$ cat config.mk
export PLATFORM = sky130hd
export DESIGN_NAME = checksum_frame_receiver_flat
export DESIGN_NICKNAME = d
export VERILOG_FILES = /design/src/rtl/ckfr_pkg.sv /design/src/rtl/ckfr_if.sv /design/src/rtl/ckfr_datapath.sv /design/src/rtl/ckfr_controller.sv /design/src/rtl/checksum_frame_receiver.sv /design/src/flat_wrapper.sv
export SDC_FILE = /design/constraint.sdc
export NUM_CORES = 1
export LEC_CHECK = 0
export BUFFER_PORTS_ARGS = -buffer_cell sky130_fd_sc_hd__buf_4
export CAP_MARGIN = 15
export CORE_MARGIN = 4
export CORE_UTILIZATION = 49
export DETAILED_ROUTE_END_ITERATION = 8
export PLACE_DENSITY = 0.65
export SETUP_SLACK_MARGIN = 0.3
export SKIP_LAST_GASP = 1
export SYNTH_ARGS = -nofsm -noshare
export SYNTH_HDL_FRONTEND = slang
export SYNTH_SLANG_ARGS = --single-unit
$ cat constraint.sdc
create_clock -name clock -period 3.2 [get_ports clock]
set_input_delay 0.32 -clock clock [delete_from_list [all_inputs] [get_ports clock]]
set_output_delay 0.32 -clock clock [all_outputs]
set_load 0.02 [all_outputs]
$ cat src/rtl/ckfr_pkg.sv
// ckfr_pkg: constants, state encoding and controller/datapath bundles
// for the checksum frame receiver; no dependencies
`default_nettype none

package ckfr_pkg;

   localparam int BYTE_W           = 8;
   localparam int LEN_W            = 6;
   localparam int MAX_DATA_DEFAULT = 32;

   localparam logic [BYTE_W-1:0] START_MARK = 8'hAA;
   localparam logic [BYTE_W-1:0] STOP_MARK  = 8'h55;
   localparam logic [BYTE_W-1:0] OVERHEAD   = 8'd5;

   typedef enum logic [2:0] {
      ST_HUNT,
      ST_LENGTH,
      ST_COMMAND,
      ST_DATA,
      ST_CHECKSUM,
      ST_STOP,
      ST_READ,
      ST_EMIT
   } state_type;

   typedef struct packed {
      logic load_length;
      logic load_command;
      logic write_data;
      logic load_checksum;
      logic start_read;
      logic next_read;
   } dp_cmd_type;

   typedef struct packed {
      logic is_start;
      logic length_bad;
      logic no_data;
      logic data_done;
      logic frame_good;
      logic read_last;
   } dp_status_type;

endpackage

`default_nettype wire

$ cat src/rtl/ckfr_if.sv
// ckfr_req_if / ckfr_rsp_if: valid/ready channels of the frame receiver
// depends on ckfr_pkg
`default_nettype none

interface ckfr_req_if;
   logic                        valid;
   logic                        ready;
   logic [ckfr_pkg::BYTE_W-1:0] rx_byte;

   modport source (output valid, output rx_byte, input ready);
   modport sink   (input valid, input rx_byte, output ready);
endinterface

interface ckfr_rsp_if;
   logic                        valid;
   logic                        ready;
   logic [ckfr_pkg::BYTE_W-1:0] command;
   logic [ckfr_pkg::LEN_W-1:0]  data_length;
   logic [ckfr_pkg::BYTE_W-1:0] data_byte;
   logic                        data_present;
   logic                        last;

   modport source (output valid, output command, output data_length, output data_byte,
                   output data_present, output last, input ready);
   modport sink   (input valid, input command, input data_length, input data_byte,
                   input data_present, input last, output ready);
endinterface

`default_nettype wire

$ cat src/rtl/ckfr_datapath.sv
// ckfr_datapath: length, command, checksum registers, data buffer and
// result payload; depends on ckfr_pkg
`default_nettype none

module ckfr_datapath #(
   parameter int MAX_DATA = ckfr_pkg::MAX_DATA_DEFAULT
) (
   input  wire logic                        clock,
   input  wire logic                        reset,
   input  wire ckfr_pkg::dp_cmd_type        cmd,
   input  wire logic [ckfr_pkg::BYTE_W-1:0] rx_byte,
   output ckfr_pkg::dp_status_type          status,
   output logic [ckfr_pkg::BYTE_W-1:0]      command,
   output logic [ckfr_pkg::LEN_W-1:0]       data_length,
   output logic [ckfr_pkg::BYTE_W-1:0]      data_byte,
   output logic                             data_present,
   output logic                             last
);

   localparam int IDX_W = (MAX_DATA > 1) ? $clog2(MAX_DATA) : 1;
   localparam logic [ckfr_pkg::BYTE_W-1:0] MAX_LEN =
      ckfr_pkg::BYTE_W'(MAX_DATA + 5);

   logic [ckfr_pkg::BYTE_W-1:0] mem_ff [MAX_DATA];
   logic [ckfr_pkg::BYTE_W-1:0] rd_data_ff;

   logic [ckfr_pkg::LEN_W-1:0]  ndata_ff, ndata_in;
   logic [ckfr_pkg::BYTE_W-1:0] command_ff, command_in;
   logic [ckfr_pkg::BYTE_W-1:0] sum_ff, sum_in;
   logic [ckfr_pkg::BYTE_W-1:0] csum_ff, csum_in;
   logic [ckfr_pkg::LEN_W-1:0]  wr_cnt_ff, wr_cnt_in;
   logic [ckfr_pkg::LEN_W-1:0]  rd_cnt_ff, rd_cnt_in;
   logic                        empty_ff, empty_in;
   logic [ckfr_pkg::LEN_W-1:0]  ndata_last;

   assign ndata_last = ndata_ff - ckfr_pkg::LEN_W'(1);

   // data buffer, one write and one registered read port
   always_ff @(posedge clock) begin
      if (cmd.write_data) begin
         mem_ff[wr_cnt_ff[IDX_W-1:0]] <= rx_byte;
      end
      rd_data_ff <= mem_ff[rd_cnt_ff[IDX_W-1:0]];
   end

   always_comb begin
      ndata_in   = ndata_ff;
      command_in = command_ff;
      sum_in     = sum_ff;
      csum_in    = csum_ff;
      wr_cnt_in  = wr_cnt_ff;
      rd_cnt_in  = rd_cnt_ff;
      empty_in   = empty_ff;
      if (cmd.load_length) begin
         ndata_in  = ckfr_pkg::LEN_W'(rx_byte - ckfr_pkg::OVERHEAD);
         sum_in    = rx_byte;
         wr_cnt_in = '0;
      end
      if (cmd.load_command) begin
         command_in = rx_byte;
         sum_in     = sum_ff + rx_byte;
      end
      if (cmd.write_data) begin
         sum_in    = sum_ff + rx_byte;
         wr_cnt_in = wr_cnt_ff + ckfr_pkg::LEN_W'(1);
      end
      if (cmd.load_checksum) begin
         csum_in = rx_byte;
      end
      if (cmd.start_read) begin
         rd_cnt_in = '0;
         empty_in  = (ndata_ff == '0);
      end
      if (cmd.next_read) begin
         rd_cnt_in = rd_cnt_ff + ckfr_pkg::LEN_W'(1);
      end
   end

   always_ff @(posedge clock) begin
      if (reset) begin
         ndata_ff  <= '0;
         wr_cnt_ff <= '0;
         rd_cnt_ff <= '0;
         empty_ff  <= 1'b0;
      end else begin
         ndata_ff  <= ndata_in;
         wr_cnt_ff <= wr_cnt_in;
         rd_cnt_ff <= rd_cnt_in;
         empty_ff  <= empty_in;
      end
      command_ff <= command_in;
      sum_ff     <= sum_in;
      csum_ff    <= csum_in;
   end

   assign status.is_start   = (rx_byte == ckfr_pkg::START_MARK);
   assign status.length_bad = (rx_byte < ckfr_pkg::OVERHEAD) || (rx_byte > MAX_LEN);
   assign status.no_data    = (ndata_ff == '0);
   assign status.data_done  = (wr_cnt_ff == ndata_last);
   assign status.frame_good = (rx_byte == ckfr_pkg::STOP_MARK) && (csum_ff == sum_ff);
   assign status.read_last  = last;

   assign command      = command_ff;
   assign data_length  = ndata_ff;
   assign data_present = !empty_ff;
   assign data_byte    = empty_ff ? '0 : rd_data_ff;
   assign last         = empty_ff || (rd_cnt_ff == ndata_last);

endmodule

`default_nettype wire

$ cat src/rtl/ckfr_controller.sv
// ckfr_controller: frame parsing and result run state machine
// depends on ckfr_pkg
`default_nettype none

module ckfr_controller (
   input  wire logic                    clock,
   input  wire logic                    reset,
   input  wire logic                    req_valid,
   output logic                         req_ready,
   output logic                         rsp_valid,
   input  wire logic                    rsp_ready,
   input  wire ckfr_pkg::dp_status_type status,
   output ckfr_pkg::dp_cmd_type         cmd
);

   ckfr_pkg::state_type state_ff, state_in;

   always_ff @(posedge clock) begin
      if (reset) begin
         state_ff <= ckfr_pkg::ST_HUNT;
      end else begin
         state_ff <= state_in;
      end
   end

   // ready is high in every receiving state, so valid alone marks a taken byte there
   always_comb begin
      state_in  = state_ff;
      cmd       = '0;
      req_ready = 1'b0;
      rsp_valid = 1'b0;
      unique case (state_ff)
         ckfr_pkg::ST_HUNT: begin
            req_ready = 1'b1;
            if (req_valid && status.is_start) begin
               state_in = ckfr_pkg::ST_LENGTH;
            end
         end
         ckfr_pkg::ST_LENGTH: begin
            req_ready = 1'b1;
            if (req_valid) begin
               if (status.length_bad) begin
                  state_in = ckfr_pkg::ST_HUNT;
               end else begin
                  cmd.load_length = 1'b1;
                  state_in        = ckfr_pkg::ST_COMMAND;
               end
            end
         end
         ckfr_pkg::ST_COMMAND: begin
            req_ready = 1'b1;
            if (req_valid) begin
               cmd.load_command = 1'b1;
               state_in = status.no_data ? ckfr_pkg::ST_CHECKSUM : ckfr_pkg::ST_DATA;
            end
         end
         ckfr_pkg::ST_DATA: begin
            req_ready = 1'b1;
            if (req_valid) begin
               cmd.write_data = 1'b1;
               if (status.data_done) begin
                  state_in = ckfr_pkg::ST_CHECKSUM;
               end
            end
         end
         ckfr_pkg::ST_CHECKSUM: begin
            req_ready = 1'b1;
            if (req_valid) begin
               cmd.load_checksum = 1'b1;
               state_in          = ckfr_pkg::ST_STOP;
            end
         end
         ckfr_pkg::ST_STOP: begin
            req_ready = 1'b1;
            if (req_valid) begin
               if (status.frame_good) begin
                  cmd.start_read = 1'b1;
                  state_in = status.no_data ? ckfr_pkg::ST_EMIT : ckfr_pkg::ST_READ;
               end else begin
                  state_in = ckfr_pkg::ST_HUNT;
               end
            end
         end
         ckfr_pkg::ST_READ: begin
            state_in = ckfr_pkg::ST_EMIT;
         end
         ckfr_pkg::ST_EMIT: begin
            rsp_valid = 1'b1;
            if (rsp_ready) begin
               if (status.read_last) begin
                  state_in = ckfr_pkg::ST_HUNT;
               end else begin
                  cmd.next_read = 1'b1;
                  state_in      = ckfr_pkg::ST_READ;
               end
            end
         end
         default: begin
            state_in = ckfr_pkg::ST_HUNT;
         end
      endcase
   end

endmodule

`default_nettype wire

$ cat src/rtl/checksum_frame_receiver.sv
// checksum_frame_receiver: top level, controller plus datapath
// depends on ckfr_pkg, ckfr_if, ckfr_controller, ckfr_datapath
//
// Receives one serial byte per word on req_ch and assembles frames of the form
// 0xAA, total length L, command, L-5 data bytes, checksum, 0x55. A byte is taken
// every cycle while a frame is being received. After the stop byte of a good
// frame the run of results leaves on rsp_ch, each word a data buffer read and then
// the result word held until rsp_ready, or one word for a frame without data; no
// byte is taken until the last word of the run has been delivered. Bad length,
// checksum or stop bytes drop the frame with no result. No clearing after reset.
`default_nettype none

module checksum_frame_receiver #(
   parameter int MAX_DATA = ckfr_pkg::MAX_DATA_DEFAULT
) (
   input  wire logic   clock,
   input  wire logic   reset,
   ckfr_req_if.sink    req_ch,
   ckfr_rsp_if.source  rsp_ch
);

   ckfr_pkg::dp_cmd_type    dp_cmd;
   ckfr_pkg::dp_status_type dp_status;

   ckfr_controller u_ctrl (
      .clock     (clock),
      .reset     (reset),
      .req_valid (req_ch.valid),
      .req_ready (req_ch.ready),
      .rsp_valid (rsp_ch.valid),
      .rsp_ready (rsp_ch.ready),
      .status    (dp_status),
      .cmd       (dp_cmd)
   );

   ckfr_datapath #(
      .MAX_DATA (MAX_DATA)
   ) u_dp (
      .clock        (clock),
      .reset        (reset),
      .cmd          (dp_cmd),
      .rx_byte      (req_ch.rx_byte),
      .status       (dp_status),
      .command      (rsp_ch.command),
      .data_length  (rsp_ch.data_length),
      .data_byte    (rsp_ch.data_byte),
      .data_present (rsp_ch.data_present),
      .last         (rsp_ch.last)
   );

endmodule

`default_nettype wire

$ cat src/flat_wrapper.sv
// flat-port wrapper written by rule: the top's interface ports become plain ports
module checksum_frame_receiver_flat 
#(
   parameter int MAX_DATA = ckfr_pkg::MAX_DATA_DEFAULT
)
  (clock, reset, req_ch_valid, req_ch_rx_byte, req_ch_ready, rsp_ch_valid, rsp_ch_command, rsp_ch_data_length, rsp_ch_data_byte, rsp_ch_data_present, rsp_ch_last, rsp_ch_ready);
  ckfr_req_if req_ch_i ();
  ckfr_rsp_if rsp_ch_i ();
  input  wire logic clock;
  input  wire logic reset;
  input wire logic [$bits(req_ch_i.valid)-1:0] req_ch_valid;
  input wire logic [$bits(req_ch_i.rx_byte)-1:0] req_ch_rx_byte;
  output wire logic [$bits(req_ch_i.ready)-1:0] req_ch_ready;
  output wire logic [$bits(rsp_ch_i.valid)-1:0] rsp_ch_valid;
  output wire logic [$bits(rsp_ch_i.command)-1:0] rsp_ch_command;
  output wire logic [$bits(rsp_ch_i.data_length)-1:0] rsp_ch_data_length;
  output wire logic [$bits(rsp_ch_i.data_byte)-1:0] rsp_ch_data_byte;
  output wire logic [$bits(rsp_ch_i.data_present)-1:0] rsp_ch_data_present;
  output wire logic [$bits(rsp_ch_i.last)-1:0] rsp_ch_last;
  input wire logic [$bits(rsp_ch_i.ready)-1:0] rsp_ch_ready;
  assign req_ch_i.valid = req_ch_valid;
  assign req_ch_i.rx_byte = req_ch_rx_byte;
  assign req_ch_ready = req_ch_i.ready;
  assign rsp_ch_valid = rsp_ch_i.valid;
  assign rsp_ch_command = rsp_ch_i.command;
  assign rsp_ch_data_length = rsp_ch_i.data_length;
  assign rsp_ch_data_byte = rsp_ch_i.data_byte;
  assign rsp_ch_data_present = rsp_ch_i.data_present;
  assign rsp_ch_last = rsp_ch_i.last;
  assign rsp_ch_i.ready = rsp_ch_ready;
  checksum_frame_receiver #(.MAX_DATA(MAX_DATA)) u_core (.clock(clock), .reset(reset), .req_ch(req_ch_i), .rsp_ch(rsp_ch_i));
endmodule
* Yosys cells after proc, flatten, opt, wreduce, memory -nomap -nowiden
Memory sizes are Yosys's and may differ from the RTL's. A register that Yosys moved wholly into a read port is not among the register bits.
Cells that the tools add are included.
** Storage, ports and cells
- Input bits :: 12
- Memories :: 1
- Output and inout bits :: 26
- Word-level logic and storage cells :: 87
- Memory bits (writable) :: 256
- Register bits :: 46
** Memories
- u_core.u_dp.mem_ff :: words 32, bits a word 8, read ports 1, clocked after memory_dff 1, write ports 1, line ckfr_datapath.sv:24 : logic [ckfr_pkg::BYTE_W-1:0] mem_ff [MAX_DATA];
** Cells by class
- Magnitude comparators :: 2
- Equality and inequality tests :: 20
- Mux-type cells :: 39
- Reductions and logical operators :: 12
- Add/subtract/negate cells :: 5
** Operators by type and width (count)
- 3-bit two-way mux :: 11
- 8-bit two-way mux :: 4
- 6-bit two-way mux :: 4
- 3-bit case mux with 8 select lines :: 1
- 1-bit two-way mux :: 18
- 2-bit inequality test, second input constant :: 7
- 6-bit by 1-bit adder with 6-bit output, second input constant :: 2
- 3-bit == test, second input constant :: 4
- 6-bit == test :: 2
- 8-bit adder :: 1
- 8-bit by 7-bit == test with 1-bit output, second input constant :: 1
- 8-bit == test :: 1
- 8-bit == test, second input constant :: 1
- 8-bit by 6-bit > comparator with 1-bit output, second input constant :: 1
- 8-bit by 3-bit < comparator with 1-bit output, second input constant :: 1
- 8-bit AND reduction :: 1
- 3-bit by 2-bit == test with 1-bit output, second input constant :: 2
- 6-bit zero test :: 1
- 6-bit OR reduction :: 1
- 6-bit by 1-bit subtractor with 6-bit output, second input constant :: 1
- 6-bit by 3-bit subtractor with 6-bit output, second input constant :: 1
- 2-bit nonzero test :: 2
- 3-bit by 1-bit == test with 1-bit output, second input constant :: 1
- 3-bit zero test :: 1
- other kinds (6) :: 8

* Logic depth before layout (Yosys ltp)
Gate-level depths: netlist of the first run.
- Depth in word-level cells :: 8
- Gate-level depth with buffers :: 10
- Mapped depth without buffers :: 10

* Cells and area by module
Synthesis of the first run repeated with hierarchy kept, for this count alone.
** Second synthesis, totals
- Cells, all modules :: 721
- Area total of the unflattened synthesis :: 12886.1 µm²
** Modules (own cells, without submodules)
- ckfr_datapath :: instances 1, area each 12565.8 µm², cells an instance 677, sequential area each 8948.6 µm²
- ckfr_controller :: instances 1, area each 320.3 µm², cells an instance 44, sequential area each 60.1 µm²

* Worst setup path before layout of the first run
No wires, ideal clock.
- Path kind :: register to register
- Start :: reg u_core.u_dp.ndata_ff (netlist bit u_core.u_dp.data_length[0])
- End :: reg u_core.u_dp.rd_cnt_ff[2] (netlist name)
- Required time :: 3121 ps
- Period minus slack after synthesis :: 2703 ps
- Stages on the path, launching flop included :: 10
- Path buffers :: 0
- Setup time :: 79 ps
- Slack :: 497 ps
- Arrival time :: 2624 ps
- Cell sequence :: dfxtp_1 inv_1 ha_1 nor2b_1 nand2b_1 or3_1 a211o_1 and4_4 or3b_4 o221ai_2
** On the way
- Longest elaborated chain between the ends :: 7
- Elaborated cells on any way between the ends :: 8
- Those cells by class :: add/sub (1); eq/ne (1); mux (4); reduce/logical (2)
** RTL lines
- start: declaration :: line ckfr_datapath.sv:27 : logic [ckfr_pkg::LEN_W-1:0] ndata_ff, ndata_in;
- start signal: assignment :: line ckfr_datapath.sv:86 : ndata_ff <= ndata_in;
- 6-bit by 1-bit subtractor with 6-bit output * :: line ckfr_datapath.sv:36 : assign ndata_last = ndata_ff - ckfr_pkg::LEN_W'(1);
- 6-bit == test * :: line ckfr_datapath.sv:107 : assign last = empty_ff || (rd_cnt_ff == ndata_last);
- 1-bit logical OR * :: line ckfr_datapath.sv:107
- 1-bit two-way mux * :: line ckfr_controller.sv:90 : if (status.read_last) begin
- 1-bit two-way mux * :: line ckfr_controller.sv:89 : if (rsp_ready) begin
- 1-bit two-way mux * :: line ckfr_controller.sv:32 : unique case (state_ff)
- 6-bit two-way mux / 2-bit nonzero test (equally long branches)
- end signal: assignment :: line ckfr_datapath.sv:88 : rd_cnt_ff <= rd_cnt_in;
- end: declaration :: line ckfr_datapath.sv:32 : logic [ckfr_pkg::LEN_W-1:0] rd_cnt_ff, rd_cnt_in;
Every way passes the cells marked *; elsewhere a longest branch is shown, timed or not.
A chain may end at the register's enable or synchronous reset.

* Worst setup path after layout of the first run
- Start :: reg u_core.u_dp.ndata_ff (netlist bit u_core.u_dp.data_length[1])
- End :: out rsp_ch_last
** On the way
- Longest elaborated chain between the ends :: 3
** RTL lines
- 6-bit by 1-bit subtractor with 6-bit output :: line ckfr_datapath.sv:36
- 6-bit == test :: line ckfr_datapath.sv:107
- 1-bit logical OR :: line ckfr_datapath.sv:107
- end: declaration :: line flat_wrapper.sv:19 : output wire logic [$bits(rsp_ch_i.last)-1:0] rsp_ch_last;
Every way passes these cells.

==> metrics.txt, run 1 <==
status=finished, final reports clean; Net Sw Frac=0.199; clock skew=around 9.7 ps; initial DRC count=779; first-pass GRT wire length=between 40,000 and 50,000 um; syn nets=778; Clk pwr share=0.416; HP Class=in2reg; CP max stage cell=dfxtp_4; area leader, netlist=edfxtp_1; RePlAce Congestion=around 0.85; Setup Total Neg Slack=0 ps; drt first pass iters=5; Hold EP=u_core.u_dp.csum_ff[1]$_DFFE_PP_; Period Utilization, post-route=0.876; CTS tree=built; Filler cells=between 1.5k and 2k; H-tree depth=1; syn avg cell area=approximately 17 um^2; HP Start=req_ch_rx_byte[1]; synth warn=0; IO Port Bufs=37; vias per inst=5.78; Total GRT Usage=0.195; Remaining Overflow, GRT=0; Multi-input gate area=around 3800 um^2; Core Area=about 26,000 um^2; slowest cell delay on critical path=380 ps; Worst-path clk slew=roughly 60 ps; largest net degree at the start of global routing=between 40 and 50; Cell variety after synth=60; Int Pwr=6430 uW; flop-to-flop setup slack=roughly 600 ps; Mapped Area=roughly 13,000 um^2; final core occ=0.572; final hold viol count=0; Post-Syn Instances=between 700 and 800; ANT nets after route=0; min Tclk post-route=2800 ps; clock root buffer=clkbuf_16; clock buffer depth=3; sequential power share=0.555; Setup crit start kind=flip-flop; post-synthesis register bit count=a little over 300; most frequent cell after synthesis=edfxtp_1; initial antenna violation count=0; Worst Path Arrival=between 2000 and 2500 ps; Vert. Die Dim=170 um; WL/cell=23.2 um; synthesis-to-layout area growth=14.9%; CP cell instances=inv_1 > ha_4 > nor2b_1 > nand2b_4 > or3_1 > a211o_4 > nand2_2 > buf_4; Post-synth EDFFs=280; Clock Latency Late Sink=between 500 and 600 ps; Switch Pwr=approximately 1600 uW; top_reg_cell synth=edfxtp_1; Leak Pwr=just under 0.005 uW; Reg area=approximately 9000 um^2; Worst Max-Slew Pin Slew=670 ps; drt drc=0; FP Rows=59; vias in the first global route=7,183; pwr dens=between 500 and 600 nW/um^2; max_slew headroom=0.552; synth top area cells=edfxtp_1, mux4_2, dfxtp_1; Tot Pwr=roughly 8000 uW; width of the die=170 um; RSZ-0062 raised after global routing=false; worst hold margin=between 80 and 90 ps; I/O Pins=38; Final setup viols=0; Worst Path Required=approximately 2900 ps; R2R cell count=9; worst hold path cell count=1; Max Fclk=about 0.36 GHz; DP HPWL=roughly 18,000 um; CP Capture Type=primary output; # diodes=0; Seq/Total Area, Yosys=0.696; FFs w/ async S/R, synth=0; Starting Density=0.498; layout cell share with drive strength beyond 1=0.266; CP startpoint=u_core.u_dp.data_length[1]$_SDFFE_PP0P_; die area=between 20,000 and 30,000 um^2; max-cap check violation count=0; CP Max Fanout=6; worst r2r src=u_core.u_dp.data_length[1]$_SDFFE_PP0P_; Gate power share=0.029; clk sinks=a little over 300; most frequent cells after synthesis=edfxtp_1, mux4_2, nor2_1; total number of vias=between 6k and 7k; final wirelength=between 20,000 and 30,000 um; peak supply drop=roughly 0.44 mV; share of the synthesized area in the top cell type=0.650; final net count=860; path type of the worst setup path=reg2out; total CTS buffers=31; RR Endpoint=u_core.u_dp.rd_cnt_ff[2]$_SDFFE_PP0P_; Max Slew Vio Count=0
[cell usage in the layout (no fill, tap or decap), types with 9 or more instances in the layout]
cell and n:
o21ai_0 10, nand2_1 56, buf_4 80, edfxtp_1 280, ha_1 16, mux4_2 80, dfxtp_1 26, a21oi_1 15
nor2b_1 11, nand3_1 13, nor2_1 62, inv_1 16, xnor2_1 19, clkbuf_1 9, clkbuf_16 31
[per-stage QoR]
step	cells	setup WS, ps	area (um^2)
floorplan	748	497	12900
global placement	1131	500	13900
detailed placement	1131	395	13900
CTS	1188	320	14800
global route	1189	294	14900
finish	1189	397	14900
[kinds of logic after synthesis]
kind of cell / Yosys count / share of synthesized area
flip-flops: 310 / 0.696
AND/OR/NAND/NOR: 197 / 0.0754
multiplexers: 84 / 0.143
AO/OA/AOI/OAI: 59 / 0.0306
buffers and inverters: 51 / 0.0153
XOR/XNOR: 29 / 0.0218
adder cells (fa/ha/maj): 18 / 0.0180
[area by class of cell]
| type | count | area share |
|---|---|---|
| multi-input cells | 387 | 0.254 |
| clock inverters | 14 | 0.00631 |
| clock buffers | 43 | 0.0572 |
| well taps | 335 | 0.0282 |
| repair buffers | 82 | 0.0431 |
| flip-flops and latches | 310 | 0.607 |
| inverters | 18 | 0.00454 |
[state kept, by name (all words and copies together), names as in the netlist]
name,cells
u_core.u_dp.data_length,6
u_core.u_dp.empty_ff,1
u_core.u_dp.mem_ff,256
u_core.u_dp.command,8
u_core.u_dp.wr_cnt_ff,6
u_core.u_dp.sum_ff,8
u_core.u_dp.rd_cnt_ff,6
u_core.u_ctrl.state_ff,3
u_core.u_dp.rd_data_ff,8
u_core.u_dp.csum_ff,8
[worst max-delay path by stage]
stage,end,slack (ps),cells after the start
finish,rsp_ch_last,400,8
global route,rsp_ch_last,290,6
CTS,rsp_ch_last,320,8
detailed placement,u_core.u_dp.rd_cnt_ff[2]$_SDFFE_PP0P_,390,9
global placement,u_core.u_dp.rd_cnt_ff[5]$_SDFFE_PP0P_,500,9
floorplan,u_core.u_dp.rd_cnt_ff[2]$_SDFFE_PP0P_,500,9
[routing by layer]
layer / up-vias / track usage / routed length, um
li1: 3100 / - / -
met1: 3565 / 0.273 / 11600
met2: 177 / 0.329 / 14100
met3: 34 / 0.0311 / 1470
met4: 0 / 0.0385 / 452
met5: - / 0 / 0
[power by group through the flow]
stage | Sequential, uW | Clock (uW) | Combinational [uW]
2_1_floorplan | 4530 | 0 | 117
3_3_place_gp | 4540 | 0 | 220
3_5_place_dp | 4540 | 0 | 232
4_1_cts | 4450 | 3410 | 234
5_1_grt | 4450 | 3600 | 260
6_report | 4450 | 3340 | 233
[critical path: cells and delay by family (launching register included)]
kind	cells	cell delay [ps]
simple gates	4	770
fa+ha+maj	1	190
compound gates	1	360
flops	1	380
buf+inv	2	230
[timing repair]
action                                  4_1_cts  5_1_grt
hold buffers                                  0        0
endpoints found under the hold margin         0        0
endpoints found under the setup margin        1        1
resized for setup                             6        6
pin swaps                                     1        1
setup buffers                                 0        1
No activity file was read; power rests on OpenSTA's default activity.
==> inputs of run 2 (changes only) <==
--- a/config.mk
+++ b/config.mk
@@ -10,7 +10,7 @@
 export CORE_MARGIN = 4
 export CORE_UTILIZATION = 49
 export DETAILED_ROUTE_END_ITERATION = 8
-export PLACE_DENSITY = 0.65
+export PLACE_DENSITY_LB_ADDON = 0.25
 export SETUP_SLACK_MARGIN = 0.3
 export SKIP_LAST_GASP = 1
 export SYNTH_ARGS = -nofsm -noshare
==> metrics.txt, run 2 (same netlist as run 1, synthesis figures left out) <==
Met1 Wirelength=11,700 um (+0.63%); Worst Max-Slew Pin Slew=756 ps (+85.9 ps); H-tree depth=1 (unchanged); largest net degree at the start of global routing=43 (+2.4%); clk sinks=310 (unchanged); Setup Total Neg Slack=0 ps (unchanged); max_slew headroom=0.489 (-0.0622); Final setup viols=0 (unchanged); Worst-path clk slew=60 ps (about the same); Worst Path Arrival=2460 ps (-20 ps); R2R cell count=10 (+1); clock buffer depth=3 (unchanged); most frequent cells in the layout=edfxtp_1, buf_4, mux4_2, nor2_1, nand2_1; post-cts hold buffer count=0 (unchanged); total CTS buffers=30 (-3.2%); Vert. Die Dim=170 um (unchanged); placed insts=1,131 (unchanged); RSZ-0062 raised after global routing=false; CTS tree=built; clock root buffer=clkbuf_16; number of flip-flops under the largest register name=256 (unchanged); Max Slew Vio Count=0 (unchanged); final wirelength=28,000 um (+1.3%); final net count=860 (unchanged); clock skew=22.1 ps (+12.4 ps); die area=29,100 um^2 (unchanged); CP Capture Type=primary output; met2 routed WL=13,900 um (-0.99%); total number of vias=7,009 (+1.9%); Setup crit start kind=flip-flop; Period Utilization, post-route=0.870 (-0.00570); RR Endpoint=u_core.u_dp.rd_cnt_ff[5]$_SDFFE_PP0P_; status=finished, final reports clean; final hold viol count=0 (unchanged); WL/cell=23.6 um (+1.4%); vias per inst=5.90 (+2.0%); initial DRC count=754 (-3.2%); initial antenna violation count=0 (unchanged); pwr dens=540 nW/um^2 (about the same); peak supply drop=0.514 mV (+17%); drt first pass iters=7 (+2); Max Fclk=0.359 GHz (+0.65%); top routing layer used=met4; min Tclk post-route=2780 ps (-18.2 ps); max-cap check violation count=0 (unchanged); CP startpoint=u_core.u_dp.data_length[1]$_SDFFE_PP0P_; final cell count without fillers=1,188 (-0.084%); FP Rows=59 (unchanged); drt drc=0 (unchanged); most common cell after layout, fill and taps aside=edfxtp_1; HP Class=in2reg; Leak Pwr=0.00485 uW (about the same); DP HPWL=17,700 um (-0.17%); WL met3=1880 um (+28%); end point of the critical path=rsp_ch_last; post-route setup slack=416 ps (+18.2 ps); vias in the first global route=7,209 (+0.36%); synthesis-to-layout area growth=14.7%; ANT nets after route=0 (unchanged); CP Max Fanout=6 (unchanged); Core Area=26,000 um^2 (unchanged); Clock Latency Late Sink=550 ps (about the same); Total GRT Usage=0.197 (+0.00250); flop-to-flop setup slack=480 ps (-120 ps); # diodes=0 (unchanged); layout cell share with drive strength beyond 1=0.265 (-0.000861); Worst Path Required=2880 ps (about the same); path type of the worst setup path=reg2out; worst r2r src=u_core.u_dp.data_length[1]$_SDFFE_PP0P_; Remaining Overflow, GRT=0 (unchanged); Starting Density=0.498 (unchanged); I/O Pins=38 (unchanged); IO Port Bufs=37 (unchanged); RePlAce Congestion=0.861 (+1.8%); Setup WS pre-CTS=341 ps (-53.5 ps); width of the die=170 um (unchanged); first-pass GRT wire length=43,500 um (+1.2%)
run 2: changes by cell type in the layout (fill, tap and decap cells not counted), sizes merged:
cell,before,now
buf,82,83
bufinv,1,2
clkbuf,43,39
clkinv,11,13
clkinvlp,2,1
run 2: routing by layer:
layer | GRT usage | vias up
li1 | - | 3106
met1 | 0.280 | 3591
met2 | 0.326 | 267
met3 | 0.0365 | 45
met4 | 0.0368 | 0
met5 | 0 | -
run 2: timing repair:
action | CTS | global route
resized for setup | 4 | 7
pin swaps | 1 | 1
buffers inserted | 2 | 0
setup endpoints to repair | 1 | 4
run 2: power by group:
| part | switching, uW | leakage (uW) | total (uW) | internal [uW] |
|---|---|---|---|---|
| Combinational | 160 | 0.00162 | 235 | 74.7 |
| Sequential | 21.4 | 0.00276 | 4450 | 4430 |
| Clock | 1400 | 0.000459 | 3320 | 1930 |
| Total | 1580 | 0.00485 | 8010 | 6430 |
run 2: layout make-up:
type / instances / area [um^2]
Fill cell: 1988 / 11100
Sequential cell: 310 / 9020
Multi-Input combinational cell: 387 / 3760
Clock buffer: 39 / 806
Timing Repair Buffer: 83 / 636
Tap cell: 335 / 419
Clock inverter: 16 / 126
Inverter: 18 / 67.6
run 2: worst min path at each step:
stage	startpoint	to	slack [ps]	cells after the start
after floorplan	req_ch_rx_byte[0]	u_core.u_dp.command[0]$_DFFE_PP_	420	0
after global placement	u_core.u_dp.wr_cnt_ff[5]$_SDFFE_PP0P_	u_core.u_dp.wr_cnt_ff[5]$_SDFFE_PP0P_	470	2
after detailed placement	u_core.u_dp.wr_cnt_ff[5]$_SDFFE_PP0P_	u_core.u_dp.wr_cnt_ff[5]$_SDFFE_PP0P_	500	2
after CTS	req_ch_rx_byte[2]	u_core.u_dp.csum_ff[2]$_DFFE_PP_	40	1
after global routing	req_ch_rx_byte[2]	u_core.u_dp.csum_ff[2]$_DFFE_PP_	40	1
final	req_ch_rx_byte[2]	u_core.u_dp.csum_ff[2]$_DFFE_PP_	70	1
run 2: metrics by stage:
step | total power [uW] | hold slack, ps | area, um^2 | utilization
floorplan | 4650 | 419 | 12900 | -
global placement | 4760 | 468 | 13900 | 0.533
detailed placement | 4770 | 504 | 13900 | 0.533
CTS | 8080 | 37.3 | 14800 | 0.570
global route | 8310 | 41.7 | 14800 | 0.571
finish | 8010 | 68.6 | 14800 | 0.571
run 2: critical path, cell delays in order (launching register included):
cell	delay [ps]
dfxtp_4	380
inv_1	90
ha_4	190
nand2b_2	220
a211oi_1	330
o41ai_2	110
a211o_1	350
nand2_2	100
buf_4	140
